==> config.mk <==
export PLATFORM = sky130hd
export DESIGN_NAME = bitmap_page_frame_allocator_core
export DESIGN_NICKNAME = d
export VERILOG_FILES = /design/src/design/bpfa_pkg.sv /design/src/design/bpfa_ram.sv /design/src/design/bitmap_page_frame_allocator_core.sv
export SDC_FILE = /design/constraint.sdc
export NUM_CORES = 2
export LEC_CHECK = 0
export CAP_MARGIN = 5
export CORE_ASPECT_RATIO = 1.4
export CORE_MARGIN = 2
export CORE_UTILIZATION = 35
export DETAILED_ROUTE_END_ITERATION = 10
export DONT_BUFFER_PORTS = 1
export REMOVE_ABC_BUFFERS = 1
export SKIP_LAST_GASP = 1
export SLEW_MARGIN = 10
export SYNTH_ARGS = -nofsm -noshare
export SYNTH_HDL_FRONTEND = slang
export SYNTH_HIERARCHICAL = 1
export SYNTH_SLANG_ARGS = --single-unit
==> constraint.sdc <==
create_clock -name i_clk -period 18.6 [get_ports i_clk]
set_input_delay 2.79 -clock i_clk [delete_from_list [all_inputs] [get_ports i_clk]]
set_output_delay 2.79 -clock i_clk [all_outputs]
set_load 0.01 [all_outputs]
==> src/design/bpfa_pkg.sv <==
// Shared types and constants for the bitmap page frame allocator.
// No dependencies; imported by the allocator core and its testbench.
`default_nettype none

package bpfa_pkg;

    // Field widths of the request and response beats.
    localparam int unsigned PN_W   = 13;  // page numbers, counts, hint, page limit
    localparam int unsigned ADDR_W = 32;  // request byte address
    localparam int unsigned GA_W   = 24;  // granted byte address
    localparam int unsigned ACT_W  = 2;
    localparam int unsigned ST_W   = 3;

    // The used map is held as 32-bit words.
    localparam int unsigned MAP_BITS = 32;
    localparam int unsigned BIT_W    = 5;
    localparam int unsigned WORD_W   = PN_W - BIT_W;

    // Request action codes.
    typedef enum logic [ACT_W-1:0] {
        ACT_ALLOC   = 2'd0,
        ACT_FREE    = 2'd1,
        ACT_RESERVE = 2'd2,
        ACT_NONE    = 2'd3
    } t_action;

    // Response status codes.
    typedef enum logic [ST_W-1:0] {
        STAT_DONE       = 3'd0,
        STAT_FULL       = 3'd1,
        STAT_MISALIGNED = 3'd2,
        STAT_RANGE      = 3'd3,
        STAT_NOCHANGE   = 3'd4
    } t_status;

endpackage

`default_nettype wire

==> src/design/bpfa_ram.sv <==
// Generic single-write, single-read RAM with a registered read port.
// No dependencies.
`default_nettype none

module bpfa_ram #(
    parameter int unsigned WIDTH = 32,
    parameter int unsigned DEPTH = 128
) (
    input  wire logic                                  i_clk,
    input  wire logic                                  i_wr_en,
    input  wire logic [(DEPTH > 1 ? $clog2(DEPTH) : 1)-1:0] i_wr_addr,
    input  wire logic [WIDTH-1:0]                      i_wr_data,
    input  wire logic                                  i_rd_en,
    input  wire logic [(DEPTH > 1 ? $clog2(DEPTH) : 1)-1:0] i_rd_addr,
    output logic      [WIDTH-1:0]                      o_rd_data
);

    logic [WIDTH-1:0] r_mem [DEPTH];

    // Write port and registered read port.
    always_ff @(posedge i_clk) begin
        if (i_wr_en) begin
            r_mem[i_wr_addr] <= i_wr_data;
        end
        if (i_rd_en) begin
            o_rd_data <= r_mem[i_rd_addr];
        end
    end

endmodule

`default_nettype wire

==> src/design/bitmap_page_frame_allocator_core.sv <==
// Allocate reads the hint word from S_IDLE and scans in S_SCAN up to the last word below the limit;
// free and reserve go through S_FR_CHK, rejected requests through S_RESP; each reply is registered.
// One request at a time: the scan walks the used map one 32-bit RAM word per cycle.
// Reset (synchronous, active low) starts a clearing pass over all MEM_WORDS map words that zeroes
// the used map; requests are held off until it ends, config writes are taken throughout.
// Depends on bpfa_pkg and bpfa_ram.
`default_nettype none

module bitmap_page_frame_allocator_core
    import bpfa_pkg::*;
#(
    parameter int unsigned FRAME_COUNT = 4096,
    parameter int unsigned PAGE_BYTES  = 4096
) (
    input  wire logic              i_clk,
    input  wire logic              i_rst_n,
    // Configuration write channel.
    input  wire logic              i_cfg_valid,
    output logic                   o_cfg_ready,
    input  wire logic [PN_W-1:0]   i_pages_in_use_range,
    // Request channel.
    input  wire logic              i_valid,
    output logic                   o_ready,
    input  wire logic [ACT_W-1:0]  i_action,
    input  wire logic [ADDR_W-1:0] i_page_address,
    // Response channel.
    output logic                   o_valid,
    input  wire logic              i_ready,
    output logic [GA_W-1:0]        o_granted_address,
    output logic [ST_W-1:0]        o_status,
    output logic [PN_W-1:0]        o_used_count,
    output logic [PN_W-1:0]        o_free_count
);

    // Only pages below the 13-bit page limit can ever be reached.
    localparam int unsigned MAP_WORDS_ALL = (FRAME_COUNT + MAP_BITS - 1) / MAP_BITS;
    localparam int unsigned MEM_WORDS     = MAP_WORDS_ALL > 256 ? 256 : MAP_WORDS_ALL;
    localparam int unsigned WAW           = MEM_WORDS > 1 ? $clog2(MEM_WORDS) : 1;
    localparam int unsigned PB_LOG        = $clog2(PAGE_BYTES);
    localparam logic [PN_W-1:0] LIM_CAP   = PN_W'(FRAME_COUNT > 8191 ? 8191 : FRAME_COUNT);
    localparam logic [WORD_W-1:0] LAST_MEM_WORD = WORD_W'(MEM_WORDS - 1);
    localparam logic [ADDR_W-1:0] OFS_MASK = ADDR_W'(PAGE_BYTES - 1);

    typedef enum logic [2:0] {
        S_CLEAR,
        S_IDLE,
        S_SCAN,
        S_FR_CHK,
        S_RESP
    } t_state;

    t_state              r_state, n_state;
    logic [WORD_W-1:0]   r_word, n_word;
    logic [PN_W-1:0]     r_used, n_used;
    logic [PN_W-1:0]     r_hint, n_hint;
    logic [PN_W-1:0]     r_cfg_pages;
    logic [PN_W-1:0]     r_page, n_page;
    logic                r_is_free, n_is_free;
    t_status             r_status, n_status;
    logic                r_out_valid, n_out_valid;
    logic [GA_W-1:0]     r_granted, n_granted;
    logic [ST_W-1:0]     r_out_status, n_out_status;
    logic [PN_W-1:0]     r_out_used, n_out_used;
    logic [PN_W-1:0]     r_out_free, n_out_free;

    // Map RAM controls.
    logic                ram_wr_en;
    logic [WAW-1:0]      ram_wr_addr;
    logic [MAP_BITS-1:0] ram_wr_data;
    logic                ram_rd_en;
    logic [WAW-1:0]      ram_rd_addr;
    logic [MAP_BITS-1:0] ram_rd_data;

    // Request decode and shared scan datapath.
    logic [PN_W-1:0]       limit;
    logic [PN_W-1:0]       limit_m1;
    logic [ADDR_W-1:0]     req_page_full;
    logic [PN_W-1:0]       req_page;
    logic                  req_misaligned;
    logic                  req_out_range;
    logic                  slot_free;
    logic [MAP_BITS-1:0]   lo_mask;
    logic [MAP_BITS-1:0]   hi_mask;
    logic [MAP_BITS-1:0]   free_bits;
    logic                  scan_found;
    logic [BIT_W-1:0]      scan_idx;
    logic [PN_W-1:0]       scan_page;
    logic [PN_W+16-1:0]    grant_wide;
    logic                  fr_bit;

    bpfa_ram #(
        .WIDTH (MAP_BITS),
        .DEPTH (MEM_WORDS)
    ) u_map_ram (
        .i_clk     (i_clk),
        .i_wr_en   (ram_wr_en),
        .i_wr_addr (ram_wr_addr),
        .i_wr_data (ram_wr_data),
        .i_rd_en   (ram_rd_en),
        .i_rd_addr (ram_rd_addr),
        .o_rd_data (ram_rd_data)
    );

    // Effective page limit and request address checks.
    assign limit          = (r_cfg_pages > LIM_CAP) ? LIM_CAP : r_cfg_pages;
    assign limit_m1       = limit - PN_W'(1);
    assign req_page_full  = i_page_address >> PB_LOG;
    assign req_page       = req_page_full[PN_W-1:0];
    assign req_misaligned = (i_page_address & OFS_MASK) != '0;
    assign req_out_range  = req_page_full >= ADDR_W'(limit);
    assign slot_free      = !r_out_valid || i_ready;

    // Mask off pages below the hint and at or above the limit, then find the first clear bit.
    assign lo_mask   = (MAP_BITS'(1) << r_hint[BIT_W-1:0]) - MAP_BITS'(1);
    assign hi_mask   = ~((MAP_BITS'(1) << limit[BIT_W-1:0]) - MAP_BITS'(1));
    assign free_bits = ~(ram_rd_data
                       | ((r_word == r_hint[PN_W-1:BIT_W]) ? lo_mask : '0)
                       | ((r_word == limit[PN_W-1:BIT_W]) ? hi_mask : '0));
    assign scan_found = |free_bits;

    always_comb begin
        scan_idx = '0;
        for (int j = MAP_BITS - 1; j >= 0; j--) begin
            if (free_bits[j]) begin
                scan_idx = BIT_W'(j);
            end
        end
    end

    assign scan_page  = {r_word, scan_idx};
    assign grant_wide = (PN_W+16)'(scan_page) << PB_LOG;
    assign fr_bit     = ram_rd_data[r_page[BIT_W-1:0]];

    // Sequencer next state, map accesses and response.
    always_comb begin
        n_state      = r_state;
        n_word       = r_word;
        n_used       = r_used;
        n_hint       = r_hint;
        n_page       = r_page;
        n_is_free    = r_is_free;
        n_status     = r_status;
        n_out_valid  = r_out_valid && !i_ready;
        n_granted    = r_granted;
        n_out_status = r_out_status;
        n_out_used   = r_out_used;
        n_out_free   = r_out_free;
        ram_wr_en    = 1'b0;
        ram_wr_addr  = r_word[WAW-1:0];
        ram_wr_data  = '0;
        ram_rd_en    = 1'b0;
        ram_rd_addr  = r_word[WAW-1:0];
        o_ready      = 1'b0;

        unique case (r_state)
            S_CLEAR: begin
                ram_wr_en   = 1'b1;
                ram_wr_addr = r_word[WAW-1:0];
                n_word      = r_word + WORD_W'(1);
                if (r_word == LAST_MEM_WORD) begin
                    n_state = S_IDLE;
                end
            end
            S_IDLE: begin
                o_ready   = 1'b1;
                n_is_free = (i_action == ACT_FREE);
                n_page    = req_page;
                if (i_valid) begin
                    if (i_action == ACT_ALLOC) begin
                        if (r_hint >= limit) begin
                            n_status = STAT_FULL;
                            n_state  = S_RESP;
                        end else begin
                            ram_rd_en   = 1'b1;
                            ram_rd_addr = r_hint[BIT_W +: WAW];
                            n_word      = r_hint[PN_W-1:BIT_W];
                            n_state     = S_SCAN;
                        end
                    end else if (i_action == ACT_NONE) begin
                        n_status = STAT_NOCHANGE;
                        n_state  = S_RESP;
                    end else if (req_misaligned) begin
                        n_status = STAT_MISALIGNED;
                        n_state  = S_RESP;
                    end else if (req_out_range) begin
                        n_status = STAT_RANGE;
                        n_state  = S_RESP;
                    end else begin
                        ram_rd_en   = 1'b1;
                        ram_rd_addr = req_page[BIT_W +: WAW];
                        n_state     = S_FR_CHK;
                    end
                end
            end
            S_SCAN: begin
                if (scan_found) begin
                    if (slot_free) begin
                        ram_wr_en    = 1'b1;
                        ram_wr_addr  = r_word[WAW-1:0];
                        ram_wr_data  = ram_rd_data | (MAP_BITS'(1) << scan_idx);
                        n_used       = r_used + PN_W'(1);
                        if (scan_page == r_hint) begin
                            n_hint = r_hint + PN_W'(1);
                        end
                        n_out_valid  = 1'b1;
                        n_granted    = grant_wide[GA_W-1:0];
                        n_out_status = STAT_DONE;
                        n_state      = S_IDLE;
                    end
                end else if (r_word >= limit_m1[PN_W-1:BIT_W]) begin
                    n_status = STAT_FULL;
                    n_state  = S_RESP;
                end else begin
                    ram_rd_en   = 1'b1;
                    ram_rd_addr = WAW'(r_word + WORD_W'(1));
                    n_word      = r_word + WORD_W'(1);
                end
            end
            S_FR_CHK: begin
                if (slot_free) begin
                    n_out_valid  = 1'b1;
                    n_granted    = '0;
                    n_out_status = STAT_NOCHANGE;
                    ram_wr_addr  = r_page[BIT_W +: WAW];
                    if (r_is_free && fr_bit) begin
                        ram_wr_en    = 1'b1;
                        ram_wr_data  = ram_rd_data & ~(MAP_BITS'(1) << r_page[BIT_W-1:0]);
                        n_used       = r_used - PN_W'(1);
                        n_out_status = STAT_DONE;
                        if (r_page < r_hint) begin
                            n_hint = r_page;
                        end
                    end else if (!r_is_free && !fr_bit) begin
                        ram_wr_en    = 1'b1;
                        ram_wr_data  = ram_rd_data | (MAP_BITS'(1) << r_page[BIT_W-1:0]);
                        n_used       = r_used + PN_W'(1);
                        n_out_status = STAT_DONE;
                    end
                    n_state = S_IDLE;
                end
            end
            S_RESP: begin
                if (slot_free) begin
                    n_out_valid  = 1'b1;
                    n_granted    = '0;
                    n_out_status = r_status;
                    n_state      = S_IDLE;
                end
            end
            default: begin
                n_state = S_IDLE;
            end
        endcase

        // Every response beat carries the counts after its step.
        n_out_used = n_used;
        n_out_free = (r_cfg_pages > n_used) ? (r_cfg_pages - n_used) : '0;
        if (!(n_out_valid && !(r_out_valid && !i_ready))) begin
            n_out_used = r_out_used;
            n_out_free = r_out_free;
        end
    end

    // State, counters, configuration and the response register.
    always_ff @(posedge i_clk) begin
        r_page       <= n_page;
        r_is_free    <= n_is_free;
        r_status     <= n_status;
        r_granted    <= n_granted;
        r_out_status <= n_out_status;
        r_out_used   <= n_out_used;
        r_out_free   <= n_out_free;
        if (!i_rst_n) begin
            r_state     <= S_CLEAR;
            r_word      <= '0;
            r_used      <= '0;
            r_hint      <= '0;
            r_cfg_pages <= PN_W'(4096);
            r_out_valid <= 1'b0;
        end else begin
            r_state     <= n_state;
            r_word      <= n_word;
            r_used      <= n_used;
            r_hint      <= n_hint;
            r_out_valid <= n_out_valid;
            if (i_cfg_valid) begin
                r_cfg_pages <= i_pages_in_use_range;
            end
        end
    end

    // Configuration beats are taken whenever reset is not held.
    assign o_cfg_ready       = i_rst_n;
    assign o_valid           = r_out_valid;
    assign o_granted_address = r_granted;
    assign o_status          = r_out_status;
    assign o_used_count      = r_out_used;
    assign o_free_count      = r_out_free;

endmodule

`default_nettype wire

; Word-level counts from Yosys, hierarchy flattened
; Memory sizes are Yosys's and may differ from the RTL's. A register that Yosys moved wholly into a read port is not among the register bits.
; Index checks and enable logic that the tools add are counted.
[totals]
memories = 1
out_inout_bits = 56
ramBits = 4096
register_bits = 121
input_bits = 52
[op_classes]
bitwise_logic = 8
n_reduce_logical = 26
n_shift = 4
n_mux = 125
order_cmp = 7
n_eq_ne = 28
addsub = 8
[mem_list]
columns = memory, words, word_bits, read_ports, rd_ports_with_merged_regs, write_ports, line_no
row1 = u_map_ram.r_mem, 128, 32, 1, 1, 1, bpfa_ram.sv:18  ; logic [WIDTH-1:0] r_mem [DEPTH];
[ops]
columns = cell, count
row1 = two-way mux 32 bit, 7
row2 = two-way mux 5 bit, 32
row3 = two-way mux 13 bit, 12
row4 = bitwise OR 32 bit, 4
row5 = left shift 1 x 5 -> 32 bit (first input constant), 4
row6 = NOT 32 bit, 3
row7 = two-way mux 24 bit, 3
row8 = two-way mux 3 bit, 24
row9 = two-way mux 7 bit, 10
row10 = one-hot mux 32 bit (2 select lines), 1
row11 = subtractor 32 x 2 -> 32 bit (second input constant), 2
row12 = one-hot mux 13 bit (2 select lines), 2
row13 = one-hot mux 24 bit (2 select lines), 1
row14 = two-way mux 8 bit, 5
row15 = AND 32 bit, 1
row16 = nonzero test 32 bit, 1
row17 = OR reduction 32 bit, 1
row18 = != test 2 bit (second input constant), 14
row19 = adder 13 x 1 -> 13 bit (second input constant), 2
row20 = subtractor 13 x 1 -> 13 bit (second input constant), 2
row21 = one-hot mux 8 bit (3 select lines), 1
row22 = greater-or-equal comparator 20 x 13 -> 1 bit, 1
row23 = two-way mux 1 bit, 19
row24 = == test 8 bit, 2
row25 = 38 further kinds, 52

; Depth between registers and ports, before layout
[depth]
ltp_word = 45
mapped_depth = 36
ltp_nobuf = 32

; Cells and area by module
; The synthesis kept the hierarchy.
[by_module_without_submodules]
columns = mod, seq_area_each_um2, n_inst, area_per_inst_um2, cells_per_inst
row1 = bpfa_ram, 123958.9, 1, 156596.4, 5990
row2 = bitmap_page_frame_allocator_core, 2762.6, 1, 12378.1, 1595

; Worst setup path after synthesis
; Ideal clock, no wire load.
[synth_timing]
path_type = register to register
startpoint = reg r_hint[1]
endpoint = mem u_map_ram.r_mem[0][9] (data pin)
setup_ns = 1.225
arrival_ns = 9.578
required_ns = 17.375
path_stages_with_launch = 21
slack_ns = 7.797
synth_period_minus_slack_ns = 10.803
path_cell_list = dfxtp_1 inv_1 ha_1 clkbuf_1 buf_1 nor2b_1 nand2_1 ha_1 nor2b_1 a21oi_1 clkbuf_1 a31oi_1 o32a_1 o221ai_1 o21ai_0 o211a_1 o21a_1 o21a_1 nor2_1 nand2_1 o31ai_1
[synth_between]
elab_chain_len = 43
elab_cells_between_ends = 44
classes_between = add/sub (1) / shift (2) / mux (36) / bitwise (4) / reduce/logical (1)
[synth_rtl]
columns = element, line_no
row1 = start: declaration, bitmap_page_frame_allocator_core.sv:55  ; logic [PN_W-1:0] r_hint, n_hint;
row2 = start signal: assignment, bitmap_page_frame_allocator_core.sv:284  ; r_hint <= n_hint;
row3 = left shift 1 x 5 -> 32 bit (*), bitmap_page_frame_allocator_core.sv:114  ; assign lo_mask = (MAP_BITS'(1) << r_hint[BIT_W-1:0]) - MAP_BITS'(1);
row4 = subtractor 32 x 2 -> 32 bit (*), bitmap_page_frame_allocator_core.sv:114
row5 = two-way mux 32 bit (*), bitmap_page_frame_allocator_core.sv:117  ; | ((r_word == r_hint[PN_W-1:BIT_W]) ? lo_mask : '0)
row6 = bitwise OR 32 bit (*), bitmap_page_frame_allocator_core.sv:117
row7 = bitwise OR 32 bit (*), bitmap_page_frame_allocator_core.sv:118  ; | ((r_word == limit[PN_W-1:BIT_W]) ? hi_mask : '0));
row8 = NOT 32 bit (*), bitmap_page_frame_allocator_core.sv:116  ; assign free_bits = ~(ram_rd_data
row9 = two-way mux 5 bit (32 in series), bitmap_page_frame_allocator_core.sv:124  ; if (free_bits[j]) begin
row10 = left shift 1 x 5 -> 32 bit, bitmap_page_frame_allocator_core.sv:200  ; ram_wr_data = ram_rd_data | (MAP_BITS'(1) << scan_idx);
row11 = bitwise OR 32 bit, bitmap_page_frame_allocator_core.sv:200
row12 = two-way mux 32 bit, bitmap_page_frame_allocator_core.sv:197  ; if (slot_free) begin
row13 = two-way mux 32 bit (*), bitmap_page_frame_allocator_core.sv:196  ; if (scan_found) begin
row14 = one-hot mux 32 bit (2 select lines) (*), bitmap_page_frame_allocator_core.sv:155  ; unique case (r_state)
row15 = via ram_wr_data[9], bitmap_page_frame_allocator_core.sv:69  ; logic [MAP_BITS-1:0] ram_wr_data;
row16 = end: declaration, bpfa_ram.sv:18
; The timed path passes the listed nets; every way through them passes the cells marked *.

; Worst setup path in the final report
[layout_timing]
startpoint = reg r_hint[1]
endpoint = reg u_map_ram.o_rd_data[29], read port of u_map_ram.r_mem (data pin)
[layout_between]
elab_chain_len = 9
elab_cells_between_ends = 18
classes_between = add/sub (1) / order compare (1) / shift (1) / mux (11) / bitwise (3) / reduce/logical (1)
[layout_rtl]
columns = element, line_no
row1 = left shift 1 x 5 -> 32 bit, bitmap_page_frame_allocator_core.sv:114
row2 = subtractor 32 x 2 -> 32 bit, bitmap_page_frame_allocator_core.sv:114
row3 = two-way mux 32 bit, bitmap_page_frame_allocator_core.sv:117
row4 = bitwise OR 32 bit, bitmap_page_frame_allocator_core.sv:117
row5 = bitwise OR 32 bit, bitmap_page_frame_allocator_core.sv:118
row6 = NOT 32 bit, bitmap_page_frame_allocator_core.sv:116
row7 = OR reduction 32 bit, bitmap_page_frame_allocator_core.sv:119  ; assign scan_found = |free_bits;
row8 = two-way mux 7 bit, bitmap_page_frame_allocator_core.sv:196
row9 = one-hot mux 7 bit (2 select lines) (*), bitmap_page_frame_allocator_core.sv:155
row10 = via ram_rd_addr[0], bitmap_page_frame_allocator_core.sv:71  ; logic [WAW-1:0] ram_rd_addr;
row11 = end: declaration, bpfa_ram.sv:15  ; output logic [WIDTH-1:0] o_rd_data
; Marked as above.
; A chain may end at the register's enable or synchronous reset.

==> summary.txt <==
Die
  – Height of the die: between 800 and 900 um
  – Io pins: about 110
  – Core area: just under 500,000 sq um
  – # rows: between 300 and 400
  – Initial core utilization: 0.3519
  – Die area: between 400,000 and 500,000 sq um
  – Die W: slightly below 600 um

Pwr
  – Maximum vdd drop: 0.09224 mV
  – Pwr dens: 99.02 nW/um^2
  – Tot Pwr: 18.94 mW
  – Leak: a little under 60 nW

Clock tree
  – CTS Hold Bufs: 0
  – Clock slew at reported path FFs: 0.07 ns
  – Longest Clk Path Bufs: 4
  – CTS Sinks: 4,237
  – Num CTS Buffers: between 300 and 400
  – Skew-Pair Late Insertion Delay: 0.98 ns
  – CTS resizes: 0
  – Setup repair bufs after CTS: 0
  – H-tree levels: 5
  – Root buffer cell: clkbuf_16
  – TritonCTS clock tree: built

GRT
  – First-pass GRT wire length: 661.1 mm
  – Total track usage: 0.1921
  – Initial antenna violation count: a little under 60
  – Vias in the first global route: 84,570
  – Pin count of the biggest net entering global routing: 130
  – GRT overflow: 0

Synthesis
  – Seq/Total Area, Yosys: 0.7499
  – Synth warn: 6
  – Synth Cell Area: 169,000 sq um
  – Synth unique cells: 109
  – Gate Count Post-Synth: 7,585
  – Async SR Flop Fraction: 0
  – Yosys reg bits: 4,237
  – Most used DFF post-synth: edfxtp_1
  – Top-area cell type share of the netlist area: 0.7439
  – Ranking of synthesized cells by area: edfxtp_1 74%, mux4_2 18%, nor2_1 0.62%, dfxtp_1 0.60%, clkbuf_1 0.56%
  – Syn Area/Cell: 22.28 sq um
  – Number of synthesized flops with an enable pin: 4,186
  – Dominant cell type by area after synthesis: edfxtp_1

Worst setup path
  – Crit-path leading delay family: buffers and inverters
  – Crit Path Max Fanout: 109
  – Required @ worst endpoint: 19.28 ns
  – Reg2reg setup slack: 7.39 ns
  – Crit path kind: reg -> reg
  – Max stage delay on crit path: 0.88 ns
  – Crit path max-delay cell type: buf_4
  – Buffer and inverter count on the worst path: 5
  – Reg-to-reg startpoint: r_hint[1]
  – Critical path cell sequence: inv_1, ha_1, buf_4, nor2b_1, nand2_1, ha_1, nor2b_1, a21oi_1, o311ai_0, o21ai_0, a221oi_1, nor4_2, nand4_2, nor3_4, and2_1, nand2_1, o221ai_4, buf_4, buf_4, buf_12, mux4_2, mux4_2, mux4_2, mux2_2
  – Cells on worst reg2reg path: 24
  – Critical Path Start Type: flop
  – Worst Path Arrival: between 10 and 15 ns
  – Critical R2R Capture: u_map_ram/o_rd_data[29]
  – Crit. End Element: flop

Route
  – Via density: 5.711
  – WL per Instance: 32.54 um
  – Final ANT Viol Nets: 0
  – Via count: 83,450
  – Pre-Repair DR Iteration Count: 6
  – # DRC: 0
  – Initial drt markers: ~11,000
  – Routed WL: 475.4 mm

Timing
  – Hold slack: 0.5824 ns
  – Period utilization: 0.6028
  – Final Setup Violations: 0
  – Max frequency: 0.08919 GHz
  – Crit path time final: 11.21 ns
  – Final worst slack: roughly 7.4 ns
  – Slew @ Worst Pin: approximately 1.5 ns
  – RSZ-0062 raised after global routing: no
  – Rel. slew slack: -0.02958
  – Final hold vios: 0
  – Final clock skew: roughly 0.065 ns
  – Slew Limit Fails: 12

Hold path
  – Hold Path Class: reg -> reg
  – Hold path startpoint: r_page[12]
  – Hold depth: 2
  – WHS Endpoint: r_hint[12]

Finish
  – Final Util: 0.3984
  – Area growth, synth to finish: 13.23%
  – Final net count: 7,921
  – Fraction of layout instances using a drive strength above 1: 0.3021
  – Final std cells w/o fill: 14,610

Flow run
  – Max Cap Violations: 0

Placed design
  – Pre-CTS setup slack: 7.526 ns
  – Placed Instances: 13,780
  – Routability congestion estimate from global placement: about 0.93
  – Port Buffers: 0
  – HPWL Detailed: 263.4 mm

Run status
  – Outcome: finished, violations left
  – Failing checks: slew limit
==> power breakdown <==
part | leakage (nW) | total, mW | internal, mW | switching [mW]
Sequential | 40.4 | 10.4 | 10.4 | 0.0113
Clock | 5.95 | 7.86 | 4.35 | 3.50
Combinational | 12.0 | 0.717 | 0.294 | 0.423
==> sequential cells by signal (all words and copies together) (netlist names) <==
| signal | flops |
|---|---|
| r_status | 3 |
| r_page | 13 |
| r_word | 8 |
| u_map_ram/r_mem | 4096 |
| o_used_count | 13 |
| u_map_ram/o_rd_data | 32 |
| o_free_count | 13 |
| o_granted_address | 12 |
| r_cfg_pages | 13 |
| r_used | 13 |
| o_status | 3 |
| r_is_free | 1 |
| r_state | 3 |
| r_hint | 13 |
| o_valid | 1 |
==> per-layer routing <==
layer  wire length [um]  up-vias  global-route usage
met5                 21        -                   0
met4              22310        4             0.08993
met3              34740      790             0.02583
met2             242100     3989              0.3339
met1             176200    45730              0.2373
li1                   -    32940                   -
==> synth_stat cells (all sizes together), types with 10 or more instances <==
cell	instances
a211oi	19
a21o	29
a21oi	121
a221o	11
a22oi	14
a31oi	15
and2	28
and3	38
buf	190
clkbuf	252
dfxtp	51
edfxtp	4186
ha	75
inv	66
mux2	32
mux2i	19
mux4	1354
nand2	148
nand2b	27
nand3	55
nand4	23
nor2	279
nor2b	24
nor3	59
nor4	19
o211ai	28
o21a	10
o21ai	123
o221ai	36
o22ai	10
o31ai	15
or2	11
or3	18
xnor2	33
xor2	13
==> worst max path at each step <==
stage,from,endpoint,slack [ns],cells after the start
final,r_hint[1],u_map_ram/o_rd_data[29],7.39,24
after global routing,r_hint[1],u_map_ram/o_rd_data[29],6.52,24
after CTS,r_hint[1],u_map_ram/o_rd_data[31],7.45,24
after detailed placement,r_hint[1],u_map_ram/o_rd_data[31],7.53,24
after global placement,r_hint[1],u_map_ram/o_rd_data[29],7.55,24
after floorplan,i_page_address[12],u_map_ram/o_rd_data[0],-84.06,19
==> metrics by stage <==
step,instance area [sq um],setup TNS (ns)
3_5_place_dp,178700,0
6_report,191300,0
5_1_grt,191300,0
2_1_floorplan,167000,-2689.96
4_1_cts,190900,0
3_3_place_gp,178700,0
==> cells in the final DEF, fill, tap and decap left out, types with 38 or more instances in the layout <==
cell,netlist,layout
nor2_4,0,119
nor2_1,278,156
clkinv_1,1,76
inv_1,66,66
buf_4,19,247
nor3_1,53,44
diode_2,0,154
nand3_1,54,50
nand2_1,147,147
clkbuf_1,252,53
clkbuf_16,0,380
and3_1,38,38
mux4_2,1354,1354
bufinv_16,0,42
o21ai_0,107,105
dfxtp_1,51,51
a21oi_1,118,118
edfxtp_1,4186,4186
clkinv_2,0,73
ha_1,75,75
==> cell families (layout without fill, tap and decap cells) <==
kind of cell	count (synthesis)	in the layout	synth area share
and+or+nand+nor	772	772	0.02267
other	1	166	0.00002219
AOI/OAI and AO/OA	538	538	0.02223
xor gates and xnor gates	46	46	0.002384
muxes	1405	1405	0.1837
adders and majority gates	76	76	0.005672
DFF	4237	4237	0.7499
buffers and inverters	510	1008	0.01335
==> final cells by class <==
| type | instances | area, sq um |
|---|---|---|
| diodes | 154 | 385.4 |
| fillers | 41820 | 288900 |
| inverters | 67 | 251.5 |
| well taps | 6363 | 7961 |
| flip-flops and latches | 4237 | 126700 |
| clock inverters | 244 | 2490 |
| repair buffers | 263 | 2175 |
| clock buffers | 434 | 9722 |
| multi-input cells | 2849 | 41620 |
==> tightest hold or removal path, cell delays in order (launching register included) <==
cell	delay (ns)
edfxtp_1	0.36
a21oi_1	0.09
o21ai_2	0.10
No activity file was read; power rests on OpenSTA's default activity.
